`src/hw/rtl/ufne_pkg.sv`:
```
// Shared types, constants and helpers for the URL form name encoder.
// No dependencies; used by every module of the block.

package ufne_pkg;

   // One output byte of the encoded text
   typedef logic [7:0] byte_type;

   // Work record handed from the classifier to the serializer:
   // count is the number of valid bytes (1 to 3), sent from index 0 up.
   typedef struct packed {
      logic [1:0]          count;
      logic [2:0][7:0]     bytes;
   } entry_type;

   // Queue status seen by the classifier and the serializer
   typedef struct packed {
      logic full;
      logic empty;
   } queue_status_type;

   // Default depth of the queue between front and back
   localparam int unsigned QUEUE_DEPTH = 2;

   // Characters that the encoder emits
   localparam byte_type CHAR_PLUS    = 8'h2B;
   localparam byte_type CHAR_PERCENT = 8'h25;

   // Upper-case hex digit for a nibble
   function automatic byte_type hex_digit(logic [3:0] v);
      byte_type digit;
      if (v < 4'd10) begin
         digit = 8'h30 + {4'h0, v};
      end else begin
         digit = 8'h37 + {4'h0, v};
      end
      return digit;
   endfunction

endpackage

```
`src/hw/rtl/ufne_front.sv`:
```
// Front stage: accepts input bytes, classifies them, keeps the run flags
// and builds one work record per byte. Depends on ufne_pkg.

module ufne_front (
   input  logic                        clock,
   input  logic                        reset,
   input  logic                        req_valid,
   output logic                        req_ready,
   input  logic [7:0]                  req_data_byte,
   input  logic                        req_last_byte,
   input  ufne_pkg::queue_status_type  q_status,
   output logic                        q_push,
   output ufne_pkg::entry_type         q_entry
);

   localparam logic [7:0] CHAR_ACUTE   = 8'hB4;
   localparam logic [7:0] CHAR_APOS    = 8'h27;
   localparam logic [7:0] CHAR_CR      = 8'h0D;
   localparam logic [7:0] CHAR_LF      = 8'h0A;
   localparam logic [7:0] CHAR_QUEST   = 8'h3F;
   localparam logic [7:0] CHAR_EQUAL   = 8'h3D;
   localparam logic [7:0] CHAR_SPACE   = 8'h20;
   localparam logic [7:0] CHAR_UNDER   = 8'h5F;
   localparam logic [7:0] CHAR_AMP     = 8'h26;
   localparam logic [7:0] CHAR_COLON   = 8'h3A;
   localparam logic [7:0] CHAR_QUOTE   = 8'h22;
   localparam logic [7:0] CHAR_LPAREN  = 8'h28;
   localparam logic [7:0] CHAR_RPAREN  = 8'h29;
   localparam logic [7:0] CHAR_LBRACE  = 8'h7B;
   localparam logic [7:0] CHAR_RBRACE  = 8'h7D;
   localparam logic [7:0] CHAR_LBRACK  = 8'h5B;
   localparam logic [7:0] CHAR_RBRACK  = 8'h5D;

   logic sep_pending_ff, sep_pending_in;
   logic plus_emitted_ff, plus_emitted_in;
   logic started_ff, started_in;

   logic       accept;
   logic [7:0] c;
   logic       is_crlf, is_sep, is_esc, is_blank;
   ufne_pkg::entry_type entry;

   assign req_ready = !q_status.full;
   assign accept    = req_valid && req_ready;

   // Map the acute accent to an apostrophe, then classify
   always_comb begin
      c        = (req_data_byte == CHAR_ACUTE) ? CHAR_APOS : req_data_byte;
      is_crlf  = (c == CHAR_CR) || (c == CHAR_LF);
      is_sep   = (c == CHAR_QUEST) || (c == ufne_pkg::CHAR_PLUS) || (c == CHAR_EQUAL);
      is_esc   = (c == 8'h00) || c[7] ||
                 (c == ufne_pkg::CHAR_PERCENT) || (c == CHAR_AMP) ||
                 (c == CHAR_COLON) || (c == CHAR_QUOTE) || (c == CHAR_APOS) ||
                 (c == CHAR_LPAREN) || (c == CHAR_RPAREN) ||
                 (c == CHAR_LBRACE) || (c == CHAR_RBRACE) ||
                 (c == CHAR_LBRACK) || (c == CHAR_RBRACK);
      is_blank = (c == CHAR_SPACE) || (c == CHAR_UNDER);
   end

   // Build the output record and the next flag values
   always_comb begin
      entry           = '0;
      sep_pending_in  = sep_pending_ff;
      plus_emitted_in = plus_emitted_ff;
      priority if (is_crlf) begin
         entry.count     = 2'd1;
         entry.bytes[0]  = c;
         sep_pending_in  = 1'b0;
         plus_emitted_in = 1'b0;
      end else if (is_sep) begin
         sep_pending_in  = 1'b1;
      end else if (is_esc) begin
         entry.count     = 2'd3;
         entry.bytes[0]  = ufne_pkg::CHAR_PERCENT;
         entry.bytes[1]  = ufne_pkg::hex_digit(c[7:4]);
         entry.bytes[2]  = ufne_pkg::hex_digit(c[3:0]);
         plus_emitted_in = 1'b0;
      end else if (is_blank) begin
         // a blank swallows the pending separator; collapse runs
         sep_pending_in  = 1'b0;
         plus_emitted_in = 1'b1;
         if (!plus_emitted_ff) begin
            entry.count    = 2'd1;
            entry.bytes[0] = ufne_pkg::CHAR_PLUS;
         end
      end else begin
         sep_pending_in  = 1'b0;
         plus_emitted_in = 1'b0;
         if (sep_pending_ff && started_ff) begin
            entry.count    = 2'd2;
            entry.bytes[0] = ufne_pkg::CHAR_PLUS;
            entry.bytes[1] = c;
         end else begin
            entry.count    = 2'd1;
            entry.bytes[0] = c;
         end
      end
      started_in = started_ff || (entry.count != 2'd0);
   end

   // Drop records that carry no bytes
   assign q_push  = accept && (entry.count != 2'd0);
   assign q_entry = entry;

   // Advance the flags on each transfer; clear them after the last byte
   always_ff @(posedge clock) begin
      if (reset) begin
         sep_pending_ff  <= 1'b0;
         plus_emitted_ff <= 1'b0;
         started_ff      <= 1'b0;
      end else if (accept) begin
         if (req_last_byte) begin
            sep_pending_ff  <= 1'b0;
            plus_emitted_ff <= 1'b0;
            started_ff      <= 1'b0;
         end else begin
            sep_pending_ff  <= sep_pending_in;
            plus_emitted_ff <= plus_emitted_in;
            started_ff      <= started_in;
         end
      end
   end

endmodule

```
`src/hw/rtl/ufne_queue.sv`:
```
// Small first-in first-out queue of work records between front and back.
// Depends on ufne_pkg.

module ufne_queue #(
   parameter int unsigned QueueDepth = ufne_pkg::QUEUE_DEPTH
) (
   input  logic                        clock,
   input  logic                        reset,
   input  logic                        push,
   input  ufne_pkg::entry_type         push_entry,
   input  logic                        pop,
   output ufne_pkg::entry_type         head_entry,
   output ufne_pkg::queue_status_type  status
);

   localparam int unsigned PtrWidth   = (QueueDepth > 1) ? $clog2(QueueDepth) : 1;
   localparam int unsigned CountWidth = $clog2(QueueDepth + 1);
   localparam logic [PtrWidth-1:0]   LastPtr  = PtrWidth'(QueueDepth - 1);
   localparam logic [CountWidth-1:0] FullCnt  = CountWidth'(QueueDepth);

   ufne_pkg::entry_type    mem_ff [QueueDepth];
   logic [PtrWidth-1:0]    wr_ptr_ff, wr_ptr_in;
   logic [PtrWidth-1:0]    rd_ptr_ff, rd_ptr_in;
   logic [CountWidth-1:0]  count_ff, count_in;

   assign status.full  = (count_ff == FullCnt);
   assign status.empty = (count_ff == '0);
   assign head_entry   = mem_ff[rd_ptr_ff];

   // Wrap pointers and track the fill count
   always_comb begin
      wr_ptr_in = wr_ptr_ff;
      rd_ptr_in = rd_ptr_ff;
      count_in  = count_ff;
      if (push) begin
         wr_ptr_in = (wr_ptr_ff == LastPtr) ? '0 : wr_ptr_ff + 1'b1;
      end
      if (pop) begin
         rd_ptr_in = (rd_ptr_ff == LastPtr) ? '0 : rd_ptr_ff + 1'b1;
      end
      if (push && !pop) begin
         count_in = count_ff + 1'b1;
      end else if (pop && !push) begin
         count_in = count_ff - 1'b1;
      end
   end

   always_ff @(posedge clock) begin
      if (reset) begin
         wr_ptr_ff <= '0;
         rd_ptr_ff <= '0;
         count_ff  <= '0;
      end else begin
         wr_ptr_ff <= wr_ptr_in;
         rd_ptr_ff <= rd_ptr_in;
         count_ff  <= count_in;
      end
   end

   // Store records; payload needs no reset
   always_ff @(posedge clock) begin
      if (push) begin
         mem_ff[wr_ptr_ff] <= push_entry;
      end
   end

endmodule

```
`src/hw/rtl/ufne_back.sv`:
```
// Back stage: walks the head record byte by byte into the result register.
// Depends on ufne_pkg.

module ufne_back (
   input  logic                        clock,
   input  logic                        reset,
   input  ufne_pkg::queue_status_type  q_status,
   input  ufne_pkg::entry_type         q_head,
   output logic                        q_pop,
   output logic                        rsp_valid,
   input  logic                        rsp_ready,
   output logic [7:0]                  rsp_out_byte,
   output logic                        rsp_last_of_run
);

   logic       rsp_valid_ff;
   logic [7:0] out_byte_ff;
   logic       last_ff;
   logic [1:0] idx_ff, idx_in;

   logic load_ok, take, at_last;

   // Load a new byte when the result register is free or being drained
   assign load_ok = !rsp_valid_ff || rsp_ready;
   assign take    = load_ok && !q_status.empty;
   assign at_last = (idx_ff == (q_head.count - 2'd1));
   assign q_pop   = take && at_last;
   assign idx_in  = at_last ? 2'd0 : idx_ff + 2'd1;

   always_ff @(posedge clock) begin
      if (reset) begin
         rsp_valid_ff <= 1'b0;
         idx_ff       <= 2'd0;
      end else if (load_ok) begin
         rsp_valid_ff <= take;
         if (take) begin
            idx_ff <= idx_in;
         end
      end
   end

   // Hold the payload while the receiver stalls
   always_ff @(posedge clock) begin
      if (take) begin
         out_byte_ff <= q_head.bytes[idx_ff];
         last_ff     <= at_last;
      end
   end

   assign rsp_valid       = rsp_valid_ff;
   assign rsp_out_byte    = out_byte_ff;
   assign rsp_last_of_run = last_ff;

endmodule

```
`src/hw/rtl/url_form_name_encoder_core.sv`:
```
// URL form name encoder: one name byte in, zero to three encoded bytes out.
// Channels: req_ (data_byte, last_byte) in, rsp_ (out_byte, last_of_run) out,
// both valid/ready; a transfer happens when valid and ready are both high.
// A byte accepted on req_ is classified at once and stored as a record of
// up to three output bytes in a small queue; its first result byte then
// passes to rsp_ through the result register. Bytes that give no output (?, +,
// = and collapsed blanks) only update the flags and never reach the queue.
// Throughput: the result register sends one byte per cycle while rsp_ready is
// high; an item yields 3 bytes if escaped (%XX), 2 behind a separator once
// output has started, 1 otherwise; zero-output bytes take only an input slot.
// req_ready drops only when the queue is full, so input keeps flowing while a
// result waits in the output register.
// Reset (synchronous, active high) clears the flags, empties the queue and
// drops rsp_valid; there is no clearing pass. When the receiver stalls the
// result register holds its byte and the queue fills, then req_ready falls.
// Depends on ufne_pkg, ufne_front, ufne_queue and ufne_back.

module url_form_name_encoder_core #(
   parameter int unsigned QueueDepth = ufne_pkg::QUEUE_DEPTH
) (
   input  logic       clock,
   input  logic       reset,
   input  logic       req_valid,
   output logic       req_ready,
   input  logic [7:0] req_data_byte,
   input  logic       req_last_byte,
   output logic       rsp_valid,
   input  logic       rsp_ready,
   output logic [7:0] rsp_out_byte,
   output logic       rsp_last_of_run
);

   ufne_pkg::queue_status_type q_status;
   ufne_pkg::entry_type        push_entry;
   ufne_pkg::entry_type        head_entry;
   logic                       q_push;
   logic                       q_pop;

   ufne_front u_front (
      .clock         (clock),
      .reset         (reset),
      .req_valid     (req_valid),
      .req_ready     (req_ready),
      .req_data_byte (req_data_byte),
      .req_last_byte (req_last_byte),
      .q_status      (q_status),
      .q_push        (q_push),
      .q_entry       (push_entry)
   );

   ufne_queue #(
      .QueueDepth (QueueDepth)
   ) u_queue (
      .clock      (clock),
      .reset      (reset),
      .push       (q_push),
      .push_entry (push_entry),
      .pop        (q_pop),
      .head_entry (head_entry),
      .status     (q_status)
   );

   ufne_back u_back (
      .clock           (clock),
      .reset           (reset),
      .q_status        (q_status),
      .q_head          (head_entry),
      .q_pop           (q_pop),
      .rsp_valid       (rsp_valid),
      .rsp_ready       (rsp_ready),
      .rsp_out_byte    (rsp_out_byte),
      .rsp_last_of_run (rsp_last_of_run)
   );

   // Never push into a full queue
   a_no_push_full: assert property (@(posedge clock) disable iff (reset)
      q_push |-> !q_status.full)
      else $error("push into full queue");

   // Never pop an empty queue
   a_no_pop_empty: assert property (@(posedge clock) disable iff (reset)
      q_pop |-> !q_status.empty)
      else $error("pop from empty queue");

   // Queued records always hold one to three bytes
   a_head_count: assert property (@(posedge clock) disable iff (reset)
      !q_status.empty |-> (head_entry.count != 2'd0))
      else $error("empty record in queue");

   // A record leaves the queue only with its final byte
   a_pop_marks_last: assert property (@(posedge clock) disable iff (reset)
      q_pop |=> (rsp_valid && rsp_last_of_run))
      else $error("record popped without final byte");

   // Nothing is offered in the cycle after reset
   a_reset_idle: assert property (@(posedge clock)
      reset |=> !rsp_valid)
      else $error("result valid after reset");

endmodule
```
`config.mk`:
```
export PLATFORM = sky130hd
export DESIGN_NAME = url_form_name_encoder_core
export DESIGN_NICKNAME = d
export VERILOG_FILES = /design/src/hw/rtl/ufne_pkg.sv /design/src/hw/rtl/ufne_front.sv /design/src/hw/rtl/ufne_queue.sv /design/src/hw/rtl/ufne_back.sv /design/src/hw/rtl/url_form_name_encoder_core.sv
export SDC_FILE = /design/constraint.sdc
export NUM_CORES = 1
export LEC_CHECK = 0
export BUFFER_PORTS_ARGS = -buffer_cell sky130_fd_sc_hd__buf_4
export CORE_ASPECT_RATIO = 0.6
export CORE_MARGIN = 1.5
export CORE_UTILIZATION = 65
export DETAILED_ROUTE_END_ITERATION = 10
export PLACE_DENSITY = 0.85
export SETUP_SLACK_MARGIN = 0.3
export SLEW_MARGIN = 20
export SYNTH_ARGS = -nofsm -noshare
export SYNTH_HDL_FRONTEND = slang
export SYNTH_HIERARCHICAL = 1
export SYNTH_SLANG_ARGS = --single-unit
export TNS_END_PERCENT = 20
```
`constraint.sdc`:
```
create_clock -name clock -period 11.2 [get_ports clock]
set_input_delay 1.68 -clock clock [delete_from_list [all_inputs] [get_ports clock]]
set_output_delay 1.68 -clock clock [all_outputs]
set_load 0.005 [all_outputs]
```
# Yosys cells after proc, flatten, opt, wreduce, memory -nomap -nowiden
# Memory sizes are Yosys's and may differ from the RTL's. A register that Yosys moved wholly into a read port is not among the register bits.
# Index checks and enable logic that the tools add are counted.
[totals]
ramBits = 52
n_memories = 1
register_bits = 19
out_inout_bits = 11
[memory_table]
columns = ["name", "words", "width", "rd", "rd_clocked_by_memory_dff", "wr", "line", "source"]
rows = [
  ["u_queue.mem_ff", 2, 26, 1, 1, 1, "ufne_queue.sv:21", "ufne_pkg::entry_type mem_ff [QueueDepth];"],
]
[classes]
addsub = 10
eq_ne = 23
order_cmp = 3
reduce_logical = 37
muxes = 39
[op_table]
columns = ["cell", "n"]
rows = [
  ["$eq 8x6->1 const B", 11],
  ["$mux 8", 10],
  ["$eq 8x7->1 const B", 5],
  ["$mux 16", 2],
  ["$add 6x4->7 const A", 4],
  ["$mux 26", 1],
  ["$logic_or 1x1->1", 18],
  ["$mux 1", 17],
  ["$bmux 8 s2", 1],
  ["$eq 8x4->1 const B", 2],
  ["$mux 2", 7],
  ["$eq 8x8->1 const B", 1],
  ["$logic_not 8->1", 1],
  ["$lt 4x4->1 const B", 2],
  ["$logic_and 1x1->1", 7],
  ["$mux 6", 1],
  ["$reduce_and 2->1", 3],
  ["$logic_not 1->1", 5],
  ["$add 2x1->2 const B", 2],
  ["$ne 4x2->1 const B", 1],
  ["$reduce_bool 2->1", 2],
  ["$sub 2x1->2 const B", 2],
  ["$lt 2x3->1 const B", 1],
  ["$ne 3x2->1 const B", 1],
  ["other kinds (4)", 5],
]

# Longest topological paths before layout
# Gate-level depths: netlist (run 1).
[logic_depth]
depth_word = 24
mapped_depth = 15

# Modules after synthesis
# Netlist (run 1), hierarchy kept.
[modules_own_cells]
columns = ["module", "seq_area_each_um2", "area_each_um2", "cells_per_inst", "instances"]
rows = [
  ["ufne_queue", 1661.6, 2082.0, 103, 1],
  ["ufne_front", 60.1, 1072.3, 150, 1],
  ["ufne_back", 330.3, 624.3, 59, 1],
]

# Worst setup path after synthesis (run 1)
# Ideal clock, no wire load.
[synth_timing]
path_type = "input-to-reg"
from = "input port req_data_byte[3]"
to = "memory u_queue/mem_ff[0][0] (netlist name) (enable)"
setup_time_ps = 412
n_path_buf = 1
cell_stages = 11
arrival_ps = 4577
path_slack_ps = 6211
cell_sequence = "buf_2 nor4b_4 a21oi_1 inv_1 ha_1 and2_1 o21bai_1 a311oi_1 o21ai_1 inv_1 nor2b_1"
[synth_via]
elab_chain_len = 22
[synth_lines]
columns = ["item", "line", "source"]
rows = [
  ["from (decl)", "url_form_name_encoder_core.sv:25", "input logic [7:0] req_data_byte,"],
  ["$eq 8x8->1", "ufne_front.sv:48", "c = (req_data_byte == CHAR_ACUTE) ? CHAR_APOS : req_data_byte;"],
  ["$mux 8 *", "ufne_front.sv:48", ""],
  ["$logic_not 8->1", "ufne_front.sv:51", "is_esc = (c == 8'h00) || c[7] ||"],
  ["$logic_or 1x1->1 (2 in series)", "ufne_front.sv:51", ""],
  ["$logic_or 1x1->1 (2 in series)", "ufne_front.sv:52", "(c == ufne_pkg::CHAR_PERCENT) || (c == CHAR_AMP) ||"],
  ["$logic_or 1x1->1 (3 in series)", "ufne_front.sv:53", "(c == CHAR_COLON) || (c == CHAR_QUOTE) || (c == CHAR_APOS) ||"],
  ["$logic_or 1x1->1 (2 in series)", "ufne_front.sv:54", "(c == CHAR_LPAREN) || (c == CHAR_RPAREN) ||"],
  ["$logic_or 1x1->1 (2 in series)", "ufne_front.sv:55", "(c == CHAR_LBRACE) || (c == CHAR_RBRACE) ||"],
  ["$logic_or 1x1->1", "ufne_front.sv:56", "(c == CHAR_LBRACK) || (c == CHAR_RBRACK);"],
  ["$mux 2", "ufne_front.sv:72", "end else if (is_esc) begin"],
  ["$mux 26", "ufne_front.sv:70", "end else if (is_sep) begin"],
  ["$mux 2 *", "ufne_front.sv:65", "priority if (is_crlf) begin"],
  ["$reduce_bool 2->1 *", "ufne_front.sv:102", "assign q_push = accept && (entry.count != 2'd0);"],
  ["$logic_and 1x1->1 *", "ufne_front.sv:102", ""],
  ["net q_push", "url_form_name_encoder_core.sv:36", "logic q_push;"],
  ["$mux 1 *", "ufne_queue.sv:62", "if (push) begin"],
  ["$mux 1 (implied by the code) *", "ufne_queue.sv:63", "mem_ff[wr_ptr_ff] <= push_entry;"],
  ["to (decl)", "ufne_queue.sv:21", ""],
]
# Mark *: on every way through the listed nets, which the timed path passes. The rest lies on a longest branch.

# Worst setup path after layout (run 1)
[layout_timing]
from = "input port req_data_byte[4]"
to = "register u_queue.count_ff[1]"
[layout_via]
elab_chain_len = 23
[layout_lines]
columns = ["item", "line", "source"]
rows = [
  ["$eq 8x8->1", "ufne_front.sv:48", ""],
  ["$mux 8 *", "ufne_front.sv:48", ""],
  ["$logic_not 8->1", "ufne_front.sv:51", ""],
  ["$logic_or 1x1->1 (2 in series)", "ufne_front.sv:51", ""],
  ["$logic_or 1x1->1 (2 in series)", "ufne_front.sv:52", ""],
  ["$logic_or 1x1->1 (3 in series)", "ufne_front.sv:53", ""],
  ["$logic_or 1x1->1 (2 in series)", "ufne_front.sv:54", ""],
  ["$logic_or 1x1->1 (2 in series)", "ufne_front.sv:55", ""],
  ["[... 2 more ...]", "n/a", ""],
  ["$mux 26", "ufne_front.sv:70", ""],
  ["$mux 2 *", "ufne_front.sv:65", ""],
  ["$reduce_bool 2->1 *", "ufne_front.sv:102", ""],
  ["$logic_and 1x1->1 *", "ufne_front.sv:102", ""],
  ["net q_push", "url_form_name_encoder_core.sv:36", ""],
  ["$logic_not 1->1", "ufne_queue.sv:43", "end else if (pop && !push) begin"],
  ["$logic_and 1x1->1", "ufne_queue.sv:43", ""],
  ["$reduce_bool 2->1 (no source line)", "n/a", ""],
  ["to (signal assigned)", "ufne_queue.sv:56", "count_ff <= count_in;"],
  ["to (decl)", "ufne_queue.sv:24", "logic [CountWidth-1:0] count_ff, count_in;"],
]
# Marked as above.
# A chain may end at the register's enable or synchronous reset.

==> out/qor.csv, run 1 <==
metric,value,unit
status,finished clean,
clock.fmax,216,MHz
cts_setup_buffers,0,
num_vias,2550,
slew_headroom,0.502,
drc,0,
intPower,617,uW
synth_top_family_by_area,simple AND/OR/NAND/NOR gates,
syn_area,3780,sq um
multiInputGateArea,1570,sq um
clock_skew,0.00834,ns
reg2reg_depth,8,
routed_via_density,6.13,
hold_start,u_front/started_ff,
fin_crit,4.64,ns
ys_warn_count,6,
final_nets,348,
worst_setup_path_start_kind,primary input,
cts-hold-fix-buffers,0,
cts_inserted_buffers,9,
cp_max_fo,14,
clock_path_buffers,2,
min_to,u_front/started_ff,
grt_max_degree,27,
worstHoldPathCells,2,
die_x,101,microns
hpwlAfterDp,5260,microns
async_flop_share,0,
cts.repair.resized,0,
finalSetupTns,0,ns
p_leak,0.00147,uW
synth_cell_types,72,
wl_per_cell,18.3,microns
h-tree-depth,3,
coreArea,5600,sq um
cts_tree,built,
final_max_slew_viol_count,0,
syn_inst,312,
clockRootBuffer,clkbuf_8,
clkSinkCount,72,
drive_above_1_share,0.256,
p_comb_frac,0.272,
first_pass_iters,5,
crit_required,11.49,ns
drt_iter0_drc,154,
grt_pass1_wl,11700,microns
fill_cells,385,
die_h,62.1,microns
rsz0062_at_grt,false,
area_growth,10.6,%
synth_top_area_frac,0.485,
p_sw,258,uW
synth_edf_count,61,
synth.area.top_cells,"edfxtp_1 48%, mux2_2 7.7%, dfxtp_1 5.8%",
clock_latency,0.35,ns
powerDensity,210,nW/um^2
setup_viol,0,
rr_endpoint,u_queue/count_ff[1],
gp_congestion,0.974,
maxCapViolCount,0,
worstHoldPathType,register to register,
io_buffers,23,
synth_xor_area_frac,0.0209,
synth_fa_ha_area_frac,0.0132,
yosys.area_share.simple,0.144,
synth_compound_area_frac,0.134,
seq_area,2050,sq um
tightestPinTransition,0.746,ns
synthMuxAreaShare,0.0987,
p_sw_frac,0.295,
ys_seq_elements,72,
n_antenna_cell,0,
core.rowCount,21,
peakVddDrop,0.169,mV
power.share.clock,0.254,
ff2ff_setup_slack,8.13,ns
antenna_found_initial,1,
crit_arrival,4.92,ns
placed_area,3960,sq um
period_share,0.414,
ys.flop_type,edfxtp_1,
grt_usage,0.257,
gr-total-overflow,0,
endpoint_kind,register,
path_clk_slew,0.07,ns
design_area,4180,sq um
avgSynthCellArea,12.1,sq um
antenna_left,0,
critical_path_class,primary input to register,
power.share.sequential,0.474,
grt_pass1_vias,2343,
dieArea,6290,sq um
hold_viol,0,
ys_seq_area_frac,0.543,
netlist.top_cell.by_area,edfxtp_1,
start_util,0.675,
routed_wl,7610,microns
io_pins,24,
==> cell type report <==
type	count	area share
flip-flops and latches	72	0.491
multi-input cells	210	0.375
repair buffers	26	0.0467
clock buffers	9	0.0296
well taps	80	0.0240
clock inverters	7	0.0228
inverters	12	0.0108
==> cell families (layout without fill, tap and decap cells) <==
family                   Yosys count  after routing
AND/OR/NAND/NOR                   87             87
AO/OA/AOI/OAI                     73             73
flip-flops                        72             72
multiplexers                      34             34
buffers and inverters             32             54
XOR/XNOR                           9              9
adder cells (fa/ha/maj)            4              4
other                              1              3
==> sequential cells by signal (all words and copies together), names as in the netlist, named ones only <==
signal,flops
u_queue/wr_ptr_ff,1
u_front/sep_pending_ff,1
u_back/rsp_last_of_run,1
u_queue/mem_ff,52
u_front/plus_emitted_ff,1
u_front/started_ff,1
u_back/rsp_valid,1
u_back/idx_ff,2
u_queue/rd_ptr_ff,1
u_back/rsp_out_byte,8
u_queue/count_ff,2
==> cell usage after synthesis, drive strengths merged (2+ instances only) <==
cell type  count
edfxtp        61
mux2          26
a21oi         20
o21ai         20
nand2         19
buf           15
inv           12
nor2          12
dfxtp         11
nor3          11
nor2b         10
mux2i          8
and2           5
clkbuf         5
nand2b         5
xnor2          5
ha             4
xor2           4
a32o           3
nand3b         3
nor4b          3
a21o           2
a22o           2
a2bb2oi        2
a31oi          2
and4           2
nand4          2
nand4b         2
nor3b          2
o22ai          2
o31ai          2
o41ai          2
or2            2
or3b           2
==> layout by cell type, fill, tap and decap left out, types with 4 or more instances in the layout <==
| cell | instances |
|---|---|
| mux2_2 | 26 |
| dfxtp_1 | 10 |
| nor2b_1 | 8 |
| xnor2_1 | 5 |
| o21ai_0 | 8 |
| edfxtp_1 | 61 |
| nand2_1 | 19 |
| nand2b_1 | 5 |
| buf_4 | 26 |
| nor2_1 | 12 |
| mux2i_1 | 8 |
| nor3_1 | 9 |
| clkbuf_8 | 9 |
| o21ai_1 | 12 |
| xor2_1 | 4 |
| a21oi_1 | 19 |
| inv_1 | 12 |
| ha_1 | 4 |
| and2_1 | 4 |
==> stage by stage <==
step	hold slack, ns	worst slack, ns	utilization	power [uW]	instances
3_3_place_gp	0.480	6.44	0.707	646	400
3_5_place_dp	0.492	6.29	0.707	657	400
2_1_floorplan	0.451	6.21	-	582	314
5_1_grt	0.533	6.37	0.746	917	416
4_1_cts	0.501	6.65	0.746	880	416
6_report	0.510	6.56	0.746	876	416
==> worst max path at each step <==
stage,cells past startpoint,from,end,slack [ns]
after floorplan,11,req_data_byte[3],u_queue/mem_ff[0][0],6.21
after global placement,12,req_data_byte[4],u_queue/count_ff[1],6.44
after detailed placement,12,req_data_byte[4],u_queue/count_ff[1],6.29
after CTS,12,req_data_byte[4],u_queue/count_ff[1],6.65
after global routing,12,req_data_byte[4],u_queue/count_ff[1],6.37
final,12,req_data_byte[4],u_queue/count_ff[1],6.56
==> per-layer routing <==
| metal | global-route usage | up-vias | share of wire |
|---|---|---|---|
| met5 | 0 | - | 0.0017 |
| met1 | 0.353 | 1211 | 0.46 |
| met3 | 0.0940 | 22 | 0.081 |
| li1 | - | 1211 | - |
| met4 | 0.0972 | 2 | 0.021 |
| met2 | 0.381 | 104 | 0.44 |
==> power by group through the flow <==
stage                     sequential [uW]  clock [uW]  combinational, uW
final                                 415         222                238
after floorplan                       393           0                189
after detailed placement              421           0                236
after global routing                  423         235                260
after CTS                             415         225                239
after global placement                417           0                229
==> critical path, stage by stage <==
cell and delay, ns:
buf_4 0.17, and4b_1 0.25, a21oi_1 0.38, ha_1 0.28, or4b_1 0.46, o22ai_2 0.34
o211ai_1 0.17, o21ai_1 0.21, inv_1 0.12, ha_1 0.35, or3_1 0.36, a21oi_1 0.14
Note: power is estimated with default switching activity, not from simulation.
==> run 2: changes to the inputs <==
--- a/config.mk
+++ b/config.mk
@@ -5,12 +5,13 @@
 export SDC_FILE = /design/constraint.sdc
 export NUM_CORES = 1
 export LEC_CHECK = 0
+export ABC_AREA = 1
 export BUFFER_PORTS_ARGS = -buffer_cell sky130_fd_sc_hd__buf_4
 export CORE_ASPECT_RATIO = 0.6
 export CORE_MARGIN = 1.5
-export CORE_UTILIZATION = 65
+export CORE_UTILIZATION = 55
 export DETAILED_ROUTE_END_ITERATION = 10
-export PLACE_DENSITY = 0.85
+export PLACE_DENSITY = 0.76
 export SETUP_SLACK_MARGIN = 0.3
 export SLEW_MARGIN = 20
 export SYNTH_ARGS = -nofsm -noshare
==> constraint.sdc (replaced) <==
create_clock -name clock -period 4 [get_ports clock]
set_input_delay 0.6 -clock clock [delete_from_list [all_inputs] [get_ports clock]]
set_output_delay 0.6 -clock clock [all_outputs]
set_load 0.005 [all_outputs]
==> out/qor.csv, run 2 <==
metric,value,unit
placed_area,4060,sq um
first_pass_iters,5,
core.rowCount,23,
worstHoldPathCells,2,
crit_required,4.26,ns
slew_headroom,0.581,
cts_setup_buffers,0,
start_util,0.572,
gr-total-overflow,0,
gp_congestion,0.905,
hold_start,u_front/sep_pending_ff,
final_common_cell,edfxtp_1,
tightestPinTransition,0.623,ns
fill_cells,525,
finalSetupTns,0,ns
grt_pass1_wl,12100,microns
async_flop_share,0,
rsz0062_at_grt,false,
rr_endpoint,u_queue/count_ff[1],
hpwlAfterDp,5420,microns
antenna_left,0,
grt_max_degree,27,
cts-hold-fix-buffers,0,
drt_iter0_drc,208,
clock.fmax,304,MHz
synth_top_area_frac,0.477,
drive_above_1_share,0.285,
synth.most_common_cell,edfxtp_1,
fin_util,0.651,
final_cell_mix,"61 x edfxtp_1, 44 x inv_1, 43 x nand2_1, 32 x nor2_1, 24 x buf_4",
path_clk_slew,0.05,ns
cts.repair.resized,0,
die_x,111,microns
cts_tree,built,
clkSinkCount,72,
wl_per_cell,16.2,microns
ys_warn_count,6,
grt_usage,0.220,
clock_path_buffers,2,
syn_area,3840,sq um
synth.area.top_cells,"edfxtp_1 48%, mux2_4 7.8%, dfxtp_1 5.7%",
cts_inserted_buffers,9,
clock_latency,0.33,ns
n_antenna_cell,0,
timing.hold.ws,0.453,ns
num_vias,2575,
reg2reg_depth,14,
setup_viol,0,
syn_inst,353,
synth_commonest_cells,"61 x edfxtp_1, 44 x inv_1, 43 x nand2_1, 33 x nor2_1",
design_area,4370,sq um
maxCapViolCount,0,
worstHoldPathType,register to register,
final_max_slew_viol_count,0,
clock_skew,0.00960,ns
dieArea,7500,sq um
peakVddDrop,0.408,mV
ys_seq_area_frac,0.535,
die_h,67.7,microns
status,finished clean,
powerDensity,638,nW/um^2
endpoint_kind,register,
coreArea,6710,sq um
clockRootBuffer,clkbuf_16,
avgSynthCellArea,10.9,sq um
ys_seq_elements,72,
drc,0,
power.total,2790,uW
netlist.top_cell.by_area,edfxtp_1,
regMostFlops,u_queue/mem_ff,
ys.flop_type,edfxtp_1,
multiInputGateArea,1490,sq um
seq_area,2050,sq um
synth_cell_types,39,
routed_wl,7660,microns
h-tree-depth,3,
largest_reg_flops,52,
grt_pass1_vias,2367,
antenna_found_initial,0,
final_nets,398,
ff2ff_setup_slack,1.69,ns
fin_crit,3.29,ns
hold_viol,0,
area_growth,13.8,%
worst_setup_path_start_kind,primary input,
period_share,0.823,
critical_path_class,primary input to register,
synth_edf_count,61,
io_pins,24,
crit_arrival,3.56,ns
cp_max_fo,15,
p_leak,0.00182,uW
io_buffers,23,
min_to,u_front/sep_pending_ff,
routed_via_density,5.44,
[run 2: changes by cell type after synthesis, sizes merged, moves of 6 or more]
cell,change
mux2i,-8
nor2,+28
inv,+38
nand3,+24
nor2b,-10
nand2,+37
nand4,+6
[run 2: power breakdown]
part | total, uW | internal [uW] | switching (uW)
Sequential | 1100 | 1030 | 73.4
Combinational | 880 | 394 | 486
Clock | 803 | 501 | 302
Total | 2790 | 1930 | 861
[run 2: final cells by class]
| cell class | count | share of cell area |
|---|---|---|
| Sequential cell | 72 | 0.470 |
| Multi-Input combinational cell | 221 | 0.340 |
| Clock buffer | 10 | 0.0547 |
| Timing Repair Buffer | 26 | 0.0504 |
| Inverter | 51 | 0.0441 |
| Tap cell | 87 | 0.0249 |
| Clock inverter | 6 | 0.0155 |
[run 2: worst max path at each step]
| stage | start | endpoint |
|---|---|---|
| 2_1_floorplan | req_data_byte[2] | u_queue/mem_ff[0][0] |
| 3_3_place_gp | req_data_byte[3] | u_queue/count_ff[1] |
| 3_5_place_dp | req_data_byte[3] | u_queue/count_ff[1] |
| 4_1_cts | req_data_byte[3] | u_queue/count_ff[1] |
| 5_1_grt | req_data_byte[3] | u_queue/count_ff[1] |
| 6_report | req_data_byte[3] | u_queue/count_ff[1] |
[run 2: through the flow]
stage          worst slack [ns]  std cells
2_1_floorplan             0.489        355
3_3_place_gp              0.544        457
3_5_place_dp              0.403        457
4_1_cts                   0.738        473
5_1_grt                   0.346        473
6_report                  0.708        473
[run 2: critical path: stages]
cell	delay (ns)
buf_4	0.12
inv_2	0.09
nand2_2	0.07
nor2_1	0.05
nand2_2	0.10
inv_1	0.08
nor2_1	0.30
inv_1	0.16
ha_1	0.24
inv_1	0.09
nand2_1	0.06
nand2_1	0.05
nand3_1	0.07
nand3_1	0.13
nand3_4	0.16
nand2_4	0.23
nand4_1	0.12
nand2_1	0.09
inv_1	0.08
ha_1	0.32
inv_1	0.08
nand3_1	0.07
nand2_1	0.06
inv_1	0.03
nor2_1	0.08
[run 2: kinds of logic after synthesis]
| family | Yosys count | synth area share |
|---|---|---|
| AO/OA/AOI/OAI | 48 | 0.0799 |
| multiplexers | 26 | 0.0959 |
| XOR/XNOR | 2 | 0.00457 |
| flip-flops | 72 | 0.535 |
| AND/OR/NAND/NOR | 138 | 0.190 |
| other | 1 | 0.000977 |
| buffers and inverters | 62 | 0.0805 |
| adder cells (fa/ha/maj) | 4 | 0.0130 |
[run 2: layer usage]
layer | part of all wire | track usage | wire length (microns)
met1 | 0.49 | 0.304 | 3720
met5 | 0 | 0 | 0
met4 | 0.010 | 0.0657 | 80
met2 | 0.43 | 0.336 | 3290
met3 | 0.073 | 0.0700 | 562
==> run 3: changes to the inputs <==
--- a/config.mk
+++ b/config.mk
@@ -5,13 +5,13 @@
 export SDC_FILE = /design/constraint.sdc
 export NUM_CORES = 1
 export LEC_CHECK = 0
-export ABC_AREA = 1
+export ABC_AREA = 0
 export BUFFER_PORTS_ARGS = -buffer_cell sky130_fd_sc_hd__buf_4
 export CORE_ASPECT_RATIO = 0.6
 export CORE_MARGIN = 1.5
-export CORE_UTILIZATION = 55
+export CORE_UTILIZATION = 61
 export DETAILED_ROUTE_END_ITERATION = 10
-export PLACE_DENSITY = 0.76
+export PLACE_DENSITY = 0.8
 export SETUP_SLACK_MARGIN = 0.3
 export SLEW_MARGIN = 20
 export SYNTH_ARGS = -nofsm -noshare
==> constraint.sdc (replaced) <==
create_clock -name clock -period 3.2 [get_ports clock]
set_input_delay 0.48 -clock clock [delete_from_list [all_inputs] [get_ports clock]]
set_output_delay 0.48 -clock clock [all_outputs]
set_load 0.005 [all_outputs]
==> out/qor.csv, run 3 (synthesized netlist as in run 1, its figures left out) <==
metric,value,unit
status,finished clean,
core.rowCount,21,
grt_pass1_wl,12400,microns
h-tree-depth,3,
drc,0,
cp_max_fo,5,
gr-total-overflow,0,
setup_viol,0,
p_leak,0.00156,uW
coreArea,5780,sq um
multiInputGateArea,1630,sq um
final_nets,368,
area_growth,15.7,%
io_pins,24,
hold_start,req_last_byte,
clockRootBuffer,clkbuf_8,
dieArea,6690,sq um
grt_usage,0.248,
critical_path_class,primary input to register,
n_antenna_cell,0,
die_h,64.0,microns
fin_ws,0.389,ns
clock_skew,0.00735,ns
num_vias,2627,
tightestPinTransition,0.807,ns
powerDensity,682,nW/um^2
routed_via_density,6.03,
io_buffers,23,
ff2ff_setup_slack,0.70,ns
gp_congestion,0.955,
grt_max_degree,27,
routed_wl,7740,microns
finalSetupTns,0,ns
first_pass_iters,5,
cts_tree,built,
reg2reg_depth,9,
final_max_slew_viol_count,0,
pre_cts_ws,-0.0554,ns
wl_per_cell,17.8,microns
cts_inserted_buffers,9,
seq_area,2050,sq um
endpoint_kind,register,
rsz0062_at_grt,false,
cts-hold-fix-buffers,0,
drt_iter0_drc,265,
drive_above_1_share,0.326,
timing.hold.ws,0.352,ns
worst_setup_path_start_kind,primary input,
maxCapViolCount,0,
place_inst,418,
largest_reg_flops,52,
crit_arrival,3.09,ns
worstHoldPathType,primary input to register,
worstHoldPathCells,2,
antenna_found_initial,0,
final_cells,436,
slew_headroom,0.462,
die_x,105,microns
path_clk_slew,0.07,ns
start_util,0.654,
peakVddDrop,0.427,mV
final_common_cell,edfxtp_1,
hold_viol,0,
grt_pass1_vias,2476,
fill_cells,383,
clock_path_buffers,2,
regMostFlops,u_queue/mem_ff,
hpwlAfterDp,5410,microns
rr_endpoint,u_queue/count_ff[1],
fin_crit,2.81,ns
clock.fmax,356,MHz
clkSinkCount,72,
crit_required,3.48,ns
min_to,u_front/started_ff,
final_cell_mix,"61 x edfxtp_1, 44 x buf_4, 26 x mux2_2, 18 x nand2_1, 18 x a21oi_1",
antenna_left,0,
clock_latency,0.35,ns
period_share,0.878,
## run 3: changes by cell type in the layout (fill, tap and decap cells not counted), sizes merged, moves of 5 or more
cell | previous run | this run
a21oi | 15 | 20
and2 | 0 | 5
buf | 26 | 46
inv | 51 | 13
mux2i | 0 | 8
nand2 | 56 | 19
nand2b | 0 | 5
nand3 | 25 | 1
nand4 | 8 | 2
nor2 | 40 | 12
nor2b | 0 | 10
## run 3: final cells by class
class                           count  area share
Clock buffer                       10      0.0292
Clock inverter                      6      0.0100
Inverter                           12      0.0103
Multi-Input combinational cell    210       0.373
Sequential cell                    72       0.469
Tap cell                           80      0.0229
Timing Repair Buffer               46      0.0847
## run 3: how the worst max path moves through the flow
| stage | startpoint | end | slack, ns |
|---|---|---|---|
| finish | req_data_byte[5] | u_queue/count_ff[1] | 0.39 |
| global route | req_data_byte[3] | u_queue/mem_ff[0][11] | 0.30 |
| CTS | req_data_byte[0] | u_queue/mem_ff[0][11] | 0.31 |
| detailed placement | req_data_byte[0] | u_queue/mem_ff[0][8] | -0.06 |
| global placement | req_data_byte[2] | u_queue/count_ff[1] | 0.08 |
| floorplan | req_data_byte[2] | u_queue/count_ff[1] | 0.10 |
## run 3: power breakdown
group          internal, uW  total (uW)  switching (uW)
Sequential             1290        1360            69.2
Combinational           484        1000             517
Clock                   284         622             339
## run 3: repair_timing
action                     4_1_cts  5_1_grt
gates resized for setup          0        7
setup endpoints to repair        0       55
setup buffers                    0        2
## run 3: critical path, cell delays in order
cell	delay (ns)
buf_4	0.11
and4b_2	0.28
nand2_2	0.09
nand2b_1	0.09
buf_4	0.16
ha_1	0.27
nor2b_1	0.17
o31ai_2	0.28
o211ai_1	0.17
o21ai_2	0.18
inv_2	0.07
ha_4	0.15
xor2_1	0.13
or3_1	0.32
a21oi_1	0.13
## run 3: layer usage
metal	wire [microns]	track usage	part of all wire	vias to the layer above
li1	-	-	-	1248
met1	3610	0.343	0.47	1264
met2	3340	0.364	0.43	107
met3	714	0.0959	0.092	8
met4	78	0.0753	0.010	0
met5	0	0	0	-
## run 3: per-stage QoR
step                utilization  instance area [sq um]  total power [uW]
global route              0.756                   4370              3150
CTS                       0.748                   4330              3000
global placement          0.719                   4150              2330
floorplan                     -                   3830              2050
finish                    0.756                   4370              2980
detailed placement        0.719                   4150              2370
